### src/rtl/dgpa_pkg.sv
`timescale 1ns / 1ps

package dgpa_pkg;

    localparam int COORD_BITS = 16;
    localparam int CFG_INDEX_BITS = 3;
    localparam int CFG_DATA_BITS = 64;
    localparam int PIX_DATA_BITS = 32;
    localparam int RES_DATA_BITS = 128;

    // Point coordinates after adding a signed disparity: one bit of growth plus sign.
    localparam int PT_BITS = COORD_BITS + 2;

    typedef logic [COORD_BITS-1:0] t_coord;
    typedef logic signed [PT_BITS-1:0] t_point;

    typedef enum logic [CFG_INDEX_BITS-1:0] {
        REG_GRID_SPACING = 3'd0,
        REG_IMAGE_WIDTH  = 3'd1,
        REG_IMAGE_HEIGHT = 3'd2,
        REG_LEFT_LINEAR  = 3'd3,
        REG_LEFT_OFFSET  = 3'd4,
        REG_RIGHT_LINEAR = 3'd5,
        REG_RIGHT_OFFSET = 3'd6
    } t_reg_index;

    localparam logic [15:0] RST_GRID_SPACING = 16'd100;
    localparam logic [15:0] RST_IMAGE_SIZE   = 16'd1024;
    localparam logic [63:0] RST_LINEAR       = 64'h1000_0000_1000_0000;

    typedef struct packed {
        t_coord col;
        t_coord row;
        logic   hit;
    } t_raster;

    // Advance a counter by one, wrapping at the limit; a zero limit acts as one.
    function automatic t_coord bump(input t_coord v, input logic [15:0] limit);
        t_coord lim;
        t_coord nxt;
        lim = (limit == '0) ? t_coord'(1) : t_coord'(limit);
        nxt = v + t_coord'(1);
        return (nxt >= lim) ? '0 : nxt;
    endfunction

endpackage

### src/rtl/dgpa_map.sv
`timescale 1ns / 1ps

module dgpa_map (
    input  logic [63:0]          i_linear,
    input  logic [63:0]          i_offset,
    input  dgpa_pkg::t_point     i_x,
    input  dgpa_pkg::t_point     i_y,
    output logic signed [31:0]   o_x,
    output logic signed [31:0]   o_y
);
    import dgpa_pkg::*;

    localparam int PROD_BITS = PT_BITS + 16;
    localparam int SUM_BITS  = PROD_BITS + 2;

    logic signed [15:0] c_a, c_b, c_d, c_e;
    logic signed [31:0] c_c, c_f;
    logic signed [PROD_BITS-1:0] p_ax, p_by, p_dx, p_ey;
    logic signed [SUM_BITS-1:0] s_x, s_y;

    assign c_b = i_linear[15:0];
    assign c_a = i_linear[31:16];
    assign c_d = i_linear[47:32];
    assign c_e = i_linear[63:48];
    assign c_c = i_offset[31:0];
    assign c_f = i_offset[63:32];

    assign p_ax = c_a * i_x;
    assign p_by = c_b * i_y;
    assign p_dx = c_d * i_x;
    assign p_ey = c_e * i_y;

    assign s_x = SUM_BITS'(p_ax) + SUM_BITS'(p_by) + SUM_BITS'(c_c);
    assign s_y = SUM_BITS'(p_dx) + SUM_BITS'(p_ey) + SUM_BITS'(c_f);

    // Saturate when the bits above the 32-bit result disagree with its sign.
    function automatic logic signed [31:0] sat32(input logic signed [SUM_BITS-1:0] v);
        logic fits;
        fits = (v[SUM_BITS-1:31] == '0) || (v[SUM_BITS-1:31] == '1);
        if (fits) begin
            return v[31:0];
        end
        return v[SUM_BITS-1] ? 32'sh8000_0000 : 32'sh7FFF_FFFF;
    endfunction

    assign o_x = sat32(s_x);
    assign o_y = sat32(s_y);

endmodule

### config.mk
export PLATFORM = sky130hd
export DESIGN_NAME = dgpa_map
export DESIGN_NICKNAME = d
export VERILOG_FILES = /design/src/rtl/dgpa_pkg.sv /design/src/rtl/dgpa_map.sv
export SDC_FILE = /design/constraint.sdc
export NUM_CORES = 2
export LEC_CHECK = 0
export BUFFER_PORTS_ARGS = -buffer_cell sky130_fd_sc_hd__buf_4
export CORE_ASPECT_RATIO = 0.9
export CORE_UTILIZATION = 45
export DETAILED_ROUTE_END_ITERATION = 6
export PLACE_DENSITY_LB_ADDON = 0.1
export SLEW_MARGIN = 20
export SYNTH_ARGS = -nofsm -noshare
export SYNTH_HDL_FRONTEND = slang
export SYNTH_SLANG_ARGS = --single-unit
### constraint.sdc
create_clock -name vclk -period 40.9
set_clock_uncertainty 0.05 [all_clocks]
set_input_delay 8.18 -clock vclk [all_inputs]
set_output_delay 8.18 -clock vclk [all_outputs]
set_load 0.02 [all_outputs]
Word-level counts from Yosys, hierarchy flattened
Index checks and enable logic that the tools add are counted.
W data, S select, Z words.

word-level totals
  output and inout bits = 64
  input bits = 164
  flip-flop bits (word level) = 0
  logic and storage cells = 22

cells by class
  $mul = 4
  reduce and logical (&&, ||, !) cells = 4
  eq/ne operators = 2
  muxes and demuxes = 8
  add/sub/neg operators = 4

operator list
  cell                  number
  $mux W32              6
  $mul A16 B18 Y34      4
  $add A35 B32 Y36      2
  $add A34 B34 Y35      2
  $eq A5 B5 Y1 const B  2
  $logic_not A5 Y1      2
  $logic_or A1 B1 Y1    2
  $mux W1               2

Longest topological paths before layout
  depth in word-level cells = 7
  gate-level depth with buffers = 29
  gate-level depth less buffers = 28

Least setup slack after synthesis
No wires, ideal clock.

  path type = in2out
  start = in i_linear[17]
  end = out o_x[25]
  arrival = 16010 ps
  path buffers = 2
  stages on the path = 26
  path slack = 16660 ps
  data required time = 32670 ps
  cell sequence = clkbuf_1 clkbuf_1 nand2_1 fa_1 fa_1 inv_1 fa_1 inv_1 fa_1 inv_1 fa_1 fa_1 fa_1 inv_1 fa_1 inv_1 ha_1 a21o_1 a221o_1 a211oi_4 a41oi_2 nand2_1 a2bb2oi_1 xnor2_1 nand3_1 o311ai_1

between the ends
  cells in the longest elaborated chain, start to end = 7
  elaborated cells between the ends (all ways) = 10
  classes of those cells = 2 x add/sub; 1 x mul; 1 x eq/ne; 4 x mux; 2 x reduce/logical

ends and longest elaborated chain
  what                                                     line            RTL
  from (decl)                                              dgpa_map.sv:4   input logic [63:0] i_linear,
  $mul A16 B18 Y34 (*)                                     dgpa_map.sv:28  assign p_ax = c_a * i_x;
  $add A34 B34 Y35 (*)                                     dgpa_map.sv:33  assign s_x = SUM_BITS'(p_ax) + SUM_BITS'(p_by) + SUM_BITS'(c_c);
  $add A35 B32 Y36 (*)                                     dgpa_map.sv:33
  $eq A5 B5 Y1 / $logic_not A5 Y1 (equally long branches)  dgpa_map.sv:39  fits = (v[SUM_BITS-1:31] == '0) || (v[SUM_BITS-1:31] == '1);
  $logic_or A1 B1 Y1                                       dgpa_map.sv:39
  $mux W1                                                  dgpa_map.sv:40  if (fits) begin
  $mux W32 (*)                                             dgpa_map.sv:43  return v[SUM_BITS-1] ? 32'sh8000_0000 : 32'sh7FFF_FFFF;
  to (decl)                                                dgpa_map.sv:8   output logic signed [31:0] o_x,

Every way passes the cells marked *; elsewhere a longest branch is shown, timed or not. The select of a mux whose other input is x is not followed.

Worst setup path after layout
  start = in i_x[17]
  end = out o_x[25]

between the ends
  cells in the longest elaborated chain, start to end = 7
  elaborated cells between the ends (all ways) = 10
  classes of those cells = 2 x add/sub; 1 x mul; 1 x eq/ne; 4 x mux; 2 x reduce/logical

ends and longest elaborated chain
  what                                                     line            RTL
  from (decl)                                              dgpa_map.sv:6   input dgpa_pkg::t_point i_x,
  $mul A16 B18 Y34 (*)                                     dgpa_map.sv:28
  $add A34 B34 Y35 (*)                                     dgpa_map.sv:33
  $add A35 B32 Y36 (*)                                     dgpa_map.sv:33
  $eq A5 B5 Y1 / $logic_not A5 Y1 (equally long branches)  dgpa_map.sv:39
  $logic_or A1 B1 Y1                                       dgpa_map.sv:39
  $mux W1                                                  dgpa_map.sv:40
  $mux W32 (*)                                             dgpa_map.sv:43

Marked as above.

==> summary.txt <==
STA
  – Final setup fails: 0
  – RSZ-0062 raised after global routing: no
  – Slew HR: 35.2%
  – Final Max Slew Viols: 0
  – Slew @ Worst Pin: 0.971 ns
  – Period utilisation layout: 61.6%
  – Final hold viol count: 0
  – Peak Freq: 0.0397 GHz
  – Setup TNS: 0 ns
  – Min Clock Period, post-route: 25.19 ns

Finish
  – Most common cell after layout, fill and taps aside: inv_1
  – Most frequent cells in the layout: inv_1, fa_1, nand2_1, and2_1, ha_1
  – Nets: 6905
  – Sequential Area: 0 µm²
  – Synth-to-Final Area Change: 5.65%
  – Proportion of layout cells with a drive suffix above 1: 5.88%
  – Filler cell count: 10200
  – Layout sequential cell count: 0
  – CLK BUF: 0
  – Util after Layout: 48.0%

Setup path
  – Crit. End Element: primary output
  – Critical path startpoint category: input pin
  – CP Max Fanout: 32
  – CP Data Arrival Time: 16.96 ns
  – Critical Path RT: 32.67 ns
  – CP Class: input pin to primary output

Die
  – Initial Util: 45.4%
  – Die width: 343 µm
  – Die area: 0.106 mm²
  – IO Count: 228
  – Core area: 0.104 mm²
  – Rows: 112
  – DIE HEIGHT: 309 µm

Routing
  – Vias/cell: 4.98
  – First-pass DRT Iterations: 5
  – Total wire length: 117000 µm
  – Post-route ant nets: 0
  – Via count: 32000
  – Drc violations: 0
  – Drt first-iter violations: 1501
  – Drt wl/cell: 18.2 µm

Global route
  – Initial antenna violation count: 12
  – First-pass GRT wire length: 194000 µm
  – All-Layer GR Usage: 23.6%
  – Vias in the first global route: 35200
  – Pin count of the biggest net entering global routing: 33
  – Grt ovf: 0

CTS
  – Post-CTS setup repair buffer count: 0
  – Post-CTS Hold Fix Bufs: 0
  – Cts repair resizes: 0

Synthesis
  – Yosys cell types: 71
  – Yosys warning count: 0
  – Post-synthesis sequential area ratio: 0%
  – Post-Syn Nets: 6885
  – Avg Cell Area, Syn: 9.36 µm²
  – Synthesized cell area: 0.0471 mm²
  – Post-Syn Instances: 5031

Placed design
  – Post-DP HPWL: 100000 µm
  – GP Congestion: 0.886
  – IO Port Bufs: 228

Min path
  – Hold crit path type: input pin to primary output
  – Hold Crit Depth: 6

Run
  – Max-cap violations: 0

Outcome
  – Outcome: completed
## stage by stage
step                hold WS (ns)  instances  instance area, µm²  setup WS (ns)
floorplan                  16.76       5031               47100          16.66
global placement           16.92       6417               49700          15.68
detailed placement         16.91       6417               49700          15.56
CTS                        16.92       6417               49700          15.54
global route               16.96       6421               49700          15.28
finish                     16.91       6422               49800          15.71
## layer usage
layer | global-route usage, % | share of wire [%] | vias to the layer above
met5 | 0.770 | 0.16 | -
met4 | 3.13 | 1.5 | 16
met3 | 1.81 | 4.0 | 95
met2 | 40.7 | 51 | 657
met1 | 33.3 | 44 | 17000
li1 | - | - | 14200
## logic make-up after synthesis
logic type,share of synthesized area (%)
mux,0.0478
xor+xnor,1.63
compound gates,3.92
simple gates,13.4
buf+inv,13.7
fa+ha+maj,67.3
## worst paths after layout
path                    startpoint  endpoint  slack (ns)
worst max-delay path       i_x[17]   o_x[25]       15.71
worst min-delay path  i_offset[32]    o_y[0]       16.91
## cell type report
type | instances | area (µm²) | area share [%]
antenna | 5 | 12.5 | 0.0251
inverter | 1486 | 5580 | 11.2
multi-input combinational | 3328 | 40700 | 81.8
tap | 1368 | 1710 | 3.44
timing repair buffer | 235 | 1760 | 3.55
## worst max-delay path, cell delays in order
cell	delay (ns)
buf_4	0.37
nand2_1	0.64
fa_1	0.70
fa_1	0.54
inv_1	0.05
fa_1	0.47
inv_1	0.05
fa_1	0.53
inv_1	0.05
fa_1	0.48
fa_1	0.51
fa_1	0.50
inv_1	0.05
fa_1	0.49
inv_1	0.04
ha_1	0.35
and3_1	0.26
a221o_1	0.38
a211oi_4	0.38
o2111ai_2	0.25
a21oi_4	0.27
nor4_1	0.07
or3_4	0.39
o41ai_4	0.06
buf_4	0.48
o311ai_1	0.19
buf_4	0.20
## cell usage after synthesis, drive strengths merged, types with 3 or more instances
library cell,n,area [µm²]
a2111oi,3,32.5
nand3,18,90.1
o31ai,5,37.5
nand2,615,2310
nor2,88,330
o21a,8,60.1
a211oi,8,72.6
nor3,15,80.1
fa,1406,28100
and2,500,3130
nand2b,20,125
xor2,30,263
clkbuf,202,758
and3,7,43.8
a211o,5,43.8
a21oi,121,737
a21o,25,189
or3,3,23.8
o21bai,16,120
xnor2,57,507
o311ai,4,52.6
o21ai,34,170
a31oi,6,37.5
inv,1484,5570
and4,3,26.3
a41oi,4,50.1
o211ai,3,22.5
nand4,7,50.1
or2,5,33.8
buf,15,105
ha,284,3550
Power is not shown: default switching activity piles up to over one toggle a cycle in this logic, so the estimate is an artifact.
