<file path="src/rtl/dgpa_pkg.sv">
`timescale 1ns / 1ps

package dgpa_pkg;

    localparam int COORD_BITS = 16;
    localparam int CFG_INDEX_BITS = 3;
    localparam int CFG_DATA_BITS = 64;
    localparam int PIX_DATA_BITS = 32;
    localparam int RES_DATA_BITS = 128;

    // Point coordinates after adding a signed disparity: one bit of growth plus sign.
    localparam int PT_BITS = COORD_BITS + 2;

    typedef logic [COORD_BITS-1:0] t_coord;
    typedef logic signed [PT_BITS-1:0] t_point;

    typedef enum logic [CFG_INDEX_BITS-1:0] {
        REG_GRID_SPACING = 3'd0,
        REG_IMAGE_WIDTH  = 3'd1,
        REG_IMAGE_HEIGHT = 3'd2,
        REG_LEFT_LINEAR  = 3'd3,
        REG_LEFT_OFFSET  = 3'd4,
        REG_RIGHT_LINEAR = 3'd5,
        REG_RIGHT_OFFSET = 3'd6
    } t_reg_index;

    localparam logic [15:0] RST_GRID_SPACING = 16'd100;
    localparam logic [15:0] RST_IMAGE_SIZE   = 16'd1024;
    localparam logic [63:0] RST_LINEAR       = 64'h1000_0000_1000_0000;

    typedef struct packed {
        t_coord col;
        t_coord row;
        logic   hit;
    } t_raster;

    // Advance a counter by one, wrapping at the limit; a zero limit acts as one.
    function automatic t_coord bump(input t_coord v, input logic [15:0] limit);
        t_coord lim;
        t_coord nxt;
        lim = (limit == '0) ? t_coord'(1) : t_coord'(limit);
        nxt = v + t_coord'(1);
        return (nxt >= lim) ? '0 : nxt;
    endfunction

endpackage

</file>
<file path="src/rtl/dgpa_raster.sv">
`timescale 1ns / 1ps

module dgpa_raster (
    input  logic                   i_clk,
    input  logic                   i_rst_n,
    input  logic                   i_adv,
    input  logic [15:0]            i_grid_spacing,
    input  logic [15:0]            i_image_width,
    input  logic [15:0]            i_image_height,
    output dgpa_pkg::t_raster      o_pos
);
    import dgpa_pkg::*;

    t_coord r_col_pos, r_row_pos, r_col_phase, r_row_phase;
    t_coord n_col_pos, n_row_pos, n_col_phase, n_row_phase;

    assign o_pos.col = r_col_pos;
    assign o_pos.row = r_row_pos;
    assign o_pos.hit = (r_col_phase == '0) && (r_row_phase == '0);

    always_comb begin
        n_col_pos   = bump(r_col_pos, i_image_width);
        n_row_pos   = r_row_pos;
        n_row_phase = r_row_phase;
        if (n_col_pos == '0) begin
            n_col_phase = '0;
            n_row_pos   = bump(r_row_pos, i_image_height);
            n_row_phase = (n_row_pos == '0) ? '0 : bump(r_row_phase, i_grid_spacing);
        end else begin
            n_col_phase = bump(r_col_phase, i_grid_spacing);
        end
    end

    always_ff @(posedge i_clk) begin
        if (!i_rst_n) begin
            r_col_pos   <= '0;
            r_row_pos   <= '0;
            r_col_phase <= '0;
            r_row_phase <= '0;
        end else if (i_adv) begin
            r_col_pos   <= n_col_pos;
            r_row_pos   <= n_row_pos;
            r_col_phase <= n_col_phase;
            r_row_phase <= n_row_phase;
        end
    end

endmodule

</file>
<file path="config.mk">
export PLATFORM = sky130hd
export DESIGN_NAME = dgpa_raster
export DESIGN_NICKNAME = d
export VERILOG_FILES = /design/src/rtl/dgpa_pkg.sv /design/src/rtl/dgpa_raster.sv
export SDC_FILE = /design/constraint.sdc
export NUM_CORES = 1
export LEC_CHECK = 0
export BUFFER_PORTS_ARGS = -buffer_cell sky130_fd_sc_hd__buf_2
export CAP_MARGIN = 40
export CORE_UTILIZATION = 52
export DETAILED_ROUTE_END_ITERATION = 8
export PLACE_DENSITY = 0.74
export SYNTH_ARGS = -nofsm -noshare
export SYNTH_HDL_FRONTEND = slang
export SYNTH_SLANG_ARGS = --single-unit
</file>
<file path="constraint.sdc">
create_clock -name i_clk -period 3.9 [get_ports i_clk]
set_input_delay 0.78 -clock i_clk [delete_from_list [all_inputs] [get_ports i_clk]]
set_output_delay 0.78 -clock i_clk [all_outputs]
set_load 0.02 [all_outputs]
</file>
* Yosys cells after proc, flatten, opt, wreduce, memory -nomap -nowiden
Cells that the tools add are included.
Word-level totals: logic and storage cells 30, register bits after elaboration 64
Operators by class: multiplexer cells 9, reductions and logical operators 9, order comparisons 4, add/subtract/negate cells 4
Operators by type and width (number):
- 16-bit 2-to-1 mux | 9
- 16-bit zero test | 7
- 16-bit by 1-bit adder with 16-bit output, second input constant | 4
- 16-bit >= comparator | 4
- 2-bit AND reduction | 1
- 1-bit logical AND | 1

* Longest topological paths before layout
word-level depth 6, depth in mapped cells 17, depth with buffers taken out 15

* Worst setup path before layout
Ideal clock, no wire load.
kind reg2reg, from register r_col_pos[3], to register r_row_phase[0], cell stages (with the launch flop) 16, setup time 0.121 ns, arrival time 3.503 ns, path slack 0.276 ns, required time 3.779 ns, path through dfxtp_1 -> buf_4 -> nand4_4 -> or3_1 -> nor2_1 -> nand3_1 -> xnor2_1 -> ha_1 -> and4_1 -> a221oi_1 -> nand2_1 -> o21a_1 -> buf_4 -> and3_4 -> buf_6 -> mux2_2
Between the ends: cells in the longest elaborated chain, start to end 5
RTL lines:
- start: declaration | RTL line dgpa_raster.sv:14 | t_coord r_col_pos, r_row_pos, r_col_phase, r_row_phase;
- start signal: assignment | RTL line dgpa_raster.sv:41 | r_col_pos <= n_col_pos;
- 16-bit by 1-bit adder with 16-bit output * | RTL line dgpa_pkg.sv:42 | nxt = v + t_coord'(1);
- 16-bit >= comparator | RTL line dgpa_pkg.sv:43 | return (nxt >= lim) ? '0 : nxt;
- 16-bit 2-to-1 mux * | RTL line dgpa_pkg.sv:43
- 16-bit zero test * | RTL line dgpa_raster.sv:25 | if (n_col_pos == '0) begin
- 2-bit AND reduction (no source line) *
- end signal: assignment | RTL line dgpa_raster.sv:44 | r_row_phase <= n_row_phase;
- end: declaration | RTL line dgpa_raster.sv:14
Every way passes the cells marked *; elsewhere a longest branch is shown, timed or not. A chain may end at the register's enable or synchronous reset.

* Worst setup path after layout
from register r_row_phase[2], to register r_row_phase[2]
Between the ends: cells in the longest elaborated chain, start to end 4
RTL lines:
- 16-bit by 1-bit adder with 16-bit output * | RTL line dgpa_pkg.sv:42
- 16-bit >= comparator | RTL line dgpa_pkg.sv:43
- 16-bit 2-to-1 mux * | RTL line dgpa_pkg.sv:43
- 16-bit 2-to-1 mux * | RTL line dgpa_raster.sv:28 | n_row_phase = (n_row_pos == '0) ? '0 : bump(r_row_phase, i_grid_spacing);
Marks and branches as above.

==> results_dict.tcl <==
set metrics [dict create \
    ctsRootBufferMaster "clkbuf_16" \
    cp_data_required_time_ns 4.15 \
    ff2ff_path_depth 17 \
    grt_start_max_net_pins 38 \
    crit_start "r_row_phase[2]" \
    yosysWarnings 0 \
    synth.ff_latch_count 64 \
    vias 5643 \
    io_pins 84 \
    setup_viol 0 \
    p_comb_share_pct 12.6 \
    post-route-period-util_pct 95.1 \
    crit_type "register to register" \
    max_clock_freq_mhz 270 \
    ys_async_sr_fraction_pct 0 \
    max_slew_margin_pct 47.0 \
    drt_iter0_markers 342 \
    met3_usage_pct 2.59 \
    r2r_setup_slack_ns 0.19 \
    syn2layout_area_growth_pct 15.5 \
    cap_violations 0 \
    io_buffers 83 \
    h-tree-depth 3 \
    mostFrequentLayoutCells "buf_2 (83), ha_1 (68), inv_1 (59), dfxtp_1 (58), nand2_1 (51)" \
    grt_overflow 0 \
    multi_input_area_mm2 0.00418 \
    tritoncts "yes" \
    die_w_um 108 \
    fp.dieH_um 108 \
    grt_antenna_before_repair 0 \
    fillCellCount 958 \
    antennaDiodeCount 0 \
    placed_cell_area_mm2 0.00640 \
    final_common_cell "buf_2" \
    hold_path_class "register to register" \
    initial_core_util_pct 53.7 \
    top_usage_layer "met2" \
    syn_avg_cell_area_um2 8.12 \
    postRouteAntennaNets 0 \
    crit_arrival_ns 3.95 \
    grtUsageMet1_pct 34.6 \
    grtUsageTotal_pct 26.0 \
    ys_seq_area_share_pct 21.8 \
    wire_per_inst_um 15.8 \
    worstPathMaxFanout 6 \
    sequentialPowerShare_pct 37.9 \
    holdBufCountCts 0 \
    viasPerCell 6.01 \
    postRouteWirelength_mm 14.8 \
    fin_nets 915 \
    ir_drop_mv 0.205 \
    drive_gt1_share_pct 19.4 \
    cp_common_cell "and3_2" \
    clk_latency_ns 0.34 \
    grt_pass1_wl_mm 24.5 \
    skew_ns 0.00459 \
    ys.flop_type "dfxtp_1" \
    post-place-ws_ns 0.0359 \
    dieArea_mm2 0.0117 \
    seq_area_mm2 0.00129 \
    worstSetupEndpoint "r_row_phase[2]" \
    regToRegEndpoint "r_row_phase[2]" \
    cts_buffer_depth 2 \
    place.gp.congestion 0.863 \
    syn_nets 845 \
    p_switching_mw 0.458 \
    critPathMaxStageDelay_ns 0.37 \
    power.internal_mw 1.31 \
    synth_enable_flop_cells 0 \
    clkPwrFrac_pct 49.5 \
    worst_r2r_startpoint "r_row_phase[2]" \
    synth_cell_types 66 \
    powerDensity_mw_per_mm2 261 \
    status "complete, no violations" \
    tightest_slew_ns 0.795 \
    crit_path_cell_trace "and3_2 -> and3_4 -> and3_2 -> and3_2 -> nand2_1 -> xnor2_1 -> ha_1 -> a21o_1 -> a21o_1 -> a21oi_1 -> o21a_1 -> o211ai_1 -> buf_4 -> nor3_4 -> buf_4 -> nand4b_1 -> a21boi_0" \
    grt_pass1_vias 5244 \
    drv_slew 0 \
    row_count 38 \
    fin_crit_ns 3.71 \
    synth_area_mm2 0.00588 \
    cts.sinks 64 \
    path_clk_slew_ns 0.06 \
    final_area_mm2 0.00679 \
    dp_hpwl_mm 11.1 \
    first_pass_iters 5 \
    p_sw_share_pct 25.9 \
    cts_buffers 9 \
    coreArea_mm2 0.0109 \
    startpoint_type "register" \
    setup_slack_ns 0.192 \
    end_kind "register" \
    final_hold_viol_count 0 \
    synthCells 724 \
    slowest_stage "dfxtp_2" \
    grtUsageMet2_pct 43.5 \
    drc_errors 0 \
    leakagePower_nw 3.24 \
]
-- state kept, by name (all words and copies together), names as in the netlist --
name / flops
r_col_phase: 16
r_col_pos: 16
r_row_phase: 16
r_row_pos: 16
-- routing by layer --
metal / up-vias / routed length [um]
li1: 2787 / -
met1: 2703 / 7020
met2: 137 / 7110
met3: 16 / 512
met4: 0 / 182
met5: - / 0
-- synthesized netlist by cell type, types with 8 or more instances --
library cell	number	area share (%)
nor4_1	23	2.4
ha_1	70	15
xnor2_1	33	4.9
a21o_1	17	2.2
nor2b_1	14	1.5
a21oi_1	17	1.4
a21boi_1	14	1.8
or3_1	9	0.96
dfxtp_1	64	22
nand4b_1	17	2.5
inv_1	59	3.8
nand3_1	37	3.2
clkbuf_1	29	1.9
a31oi_1	10	1.1
xor2_1	27	4.0
nand3b_1	17	2.2
and3_1	17	1.8
nor2_1	20	1.3
nand2_1	52	3.3
o21ai_0	29	2.5
nor3_1	13	1.1
nand4_1	17	1.8
a22o_1	8	1.2
a21boi_0	18	2.3
-- power groups by stage --
stage / logic, mW / registers (mW) / clock network, mW
global placement: 0.212 / 0.686 / 0
global route: 0.250 / 0.673 / 0.913
detailed placement: 0.220 / 0.686 / 0
CTS: 0.222 / 0.671 / 0.883
floorplan: 0.140 / 0.684 / 0
finish: 0.223 / 0.672 / 0.877
-- kinds of logic after synthesis --
family,share of synthesized area (%)
AOI/OAI and AO/OA,18.9
xor gates and xnor gates,9.22
adders and majority gates,14.9
buffers and inverters,7.73
DFF,21.8
muxes,0.532
and+or+nand+nor,26.9
-- worst min-delay path by stage --
stage	slack, ns	cells after the start	end	start
2_1_floorplan	0.48	1	r_col_phase[6]	r_col_phase[6]
3_3_place_gp	0.49	2	r_row_pos[12]	r_row_pos[12]
3_5_place_dp	0.51	1	r_row_phase[1]	r_row_phase[1]
4_1_cts	0.52	2	r_row_pos[12]	r_row_pos[12]
5_1_grt	0.54	1	r_col_phase[6]	r_col_phase[6]
6_report	0.52	2	r_row_pos[12]	r_row_pos[12]
-- stage by stage --
| step | hold slack (ns) | util, % | setup TNS (ns) | cells | power [mW] |
|---|---|---|---|---|---|
| 2_1_floorplan | 0.477 | - | 0 | 724 | 0.824 |
| 3_3_place_gp | 0.495 | 58.5 | 0 | 919 | 0.898 |
| 3_5_place_dp | 0.508 | 58.5 | 0 | 920 | 0.906 |
| 4_1_cts | 0.520 | 61.6 | 0 | 937 | 1.78 |
| 5_1_grt | 0.541 | 62.1 | -0.0502 | 939 | 1.84 |
| 6_report | 0.520 | 62.1 | 0 | 939 | 1.77 |
-- worst max-delay path: cells and delay by family (launching register included) --
family	cells	cell delay (ns)
fa+ha+maj	1	0.29
simple gates	7	1.31
xor+xnor	1	0.20
flops	1	0.37
compound gates	6	1.03
buf+inv	2	0.39
-- final cells by class --
class / count / area share (%)
tap: 140 / 2.58
clock buffer: 9 / 3.32
clock inverter: 7 / 1.42
timing repair buffer: 106 / 8.84
sequential: 64 / 19.0
inverter: 59 / 3.26
multi-input combinational: 554 / 61.6
-- repair_timing --
| item | in CTS | in global routing |
|---|---|---|
| hold endpoints to repair | 0 | 0 |
| setup endpoints to repair | 1 | 52 |
| cloned | 0 | 0 |
| gates resized for setup | 0 | 17 |
| setup buffers | 1 | 2 |
No activity file was read; power rests on OpenSTA's default activity.
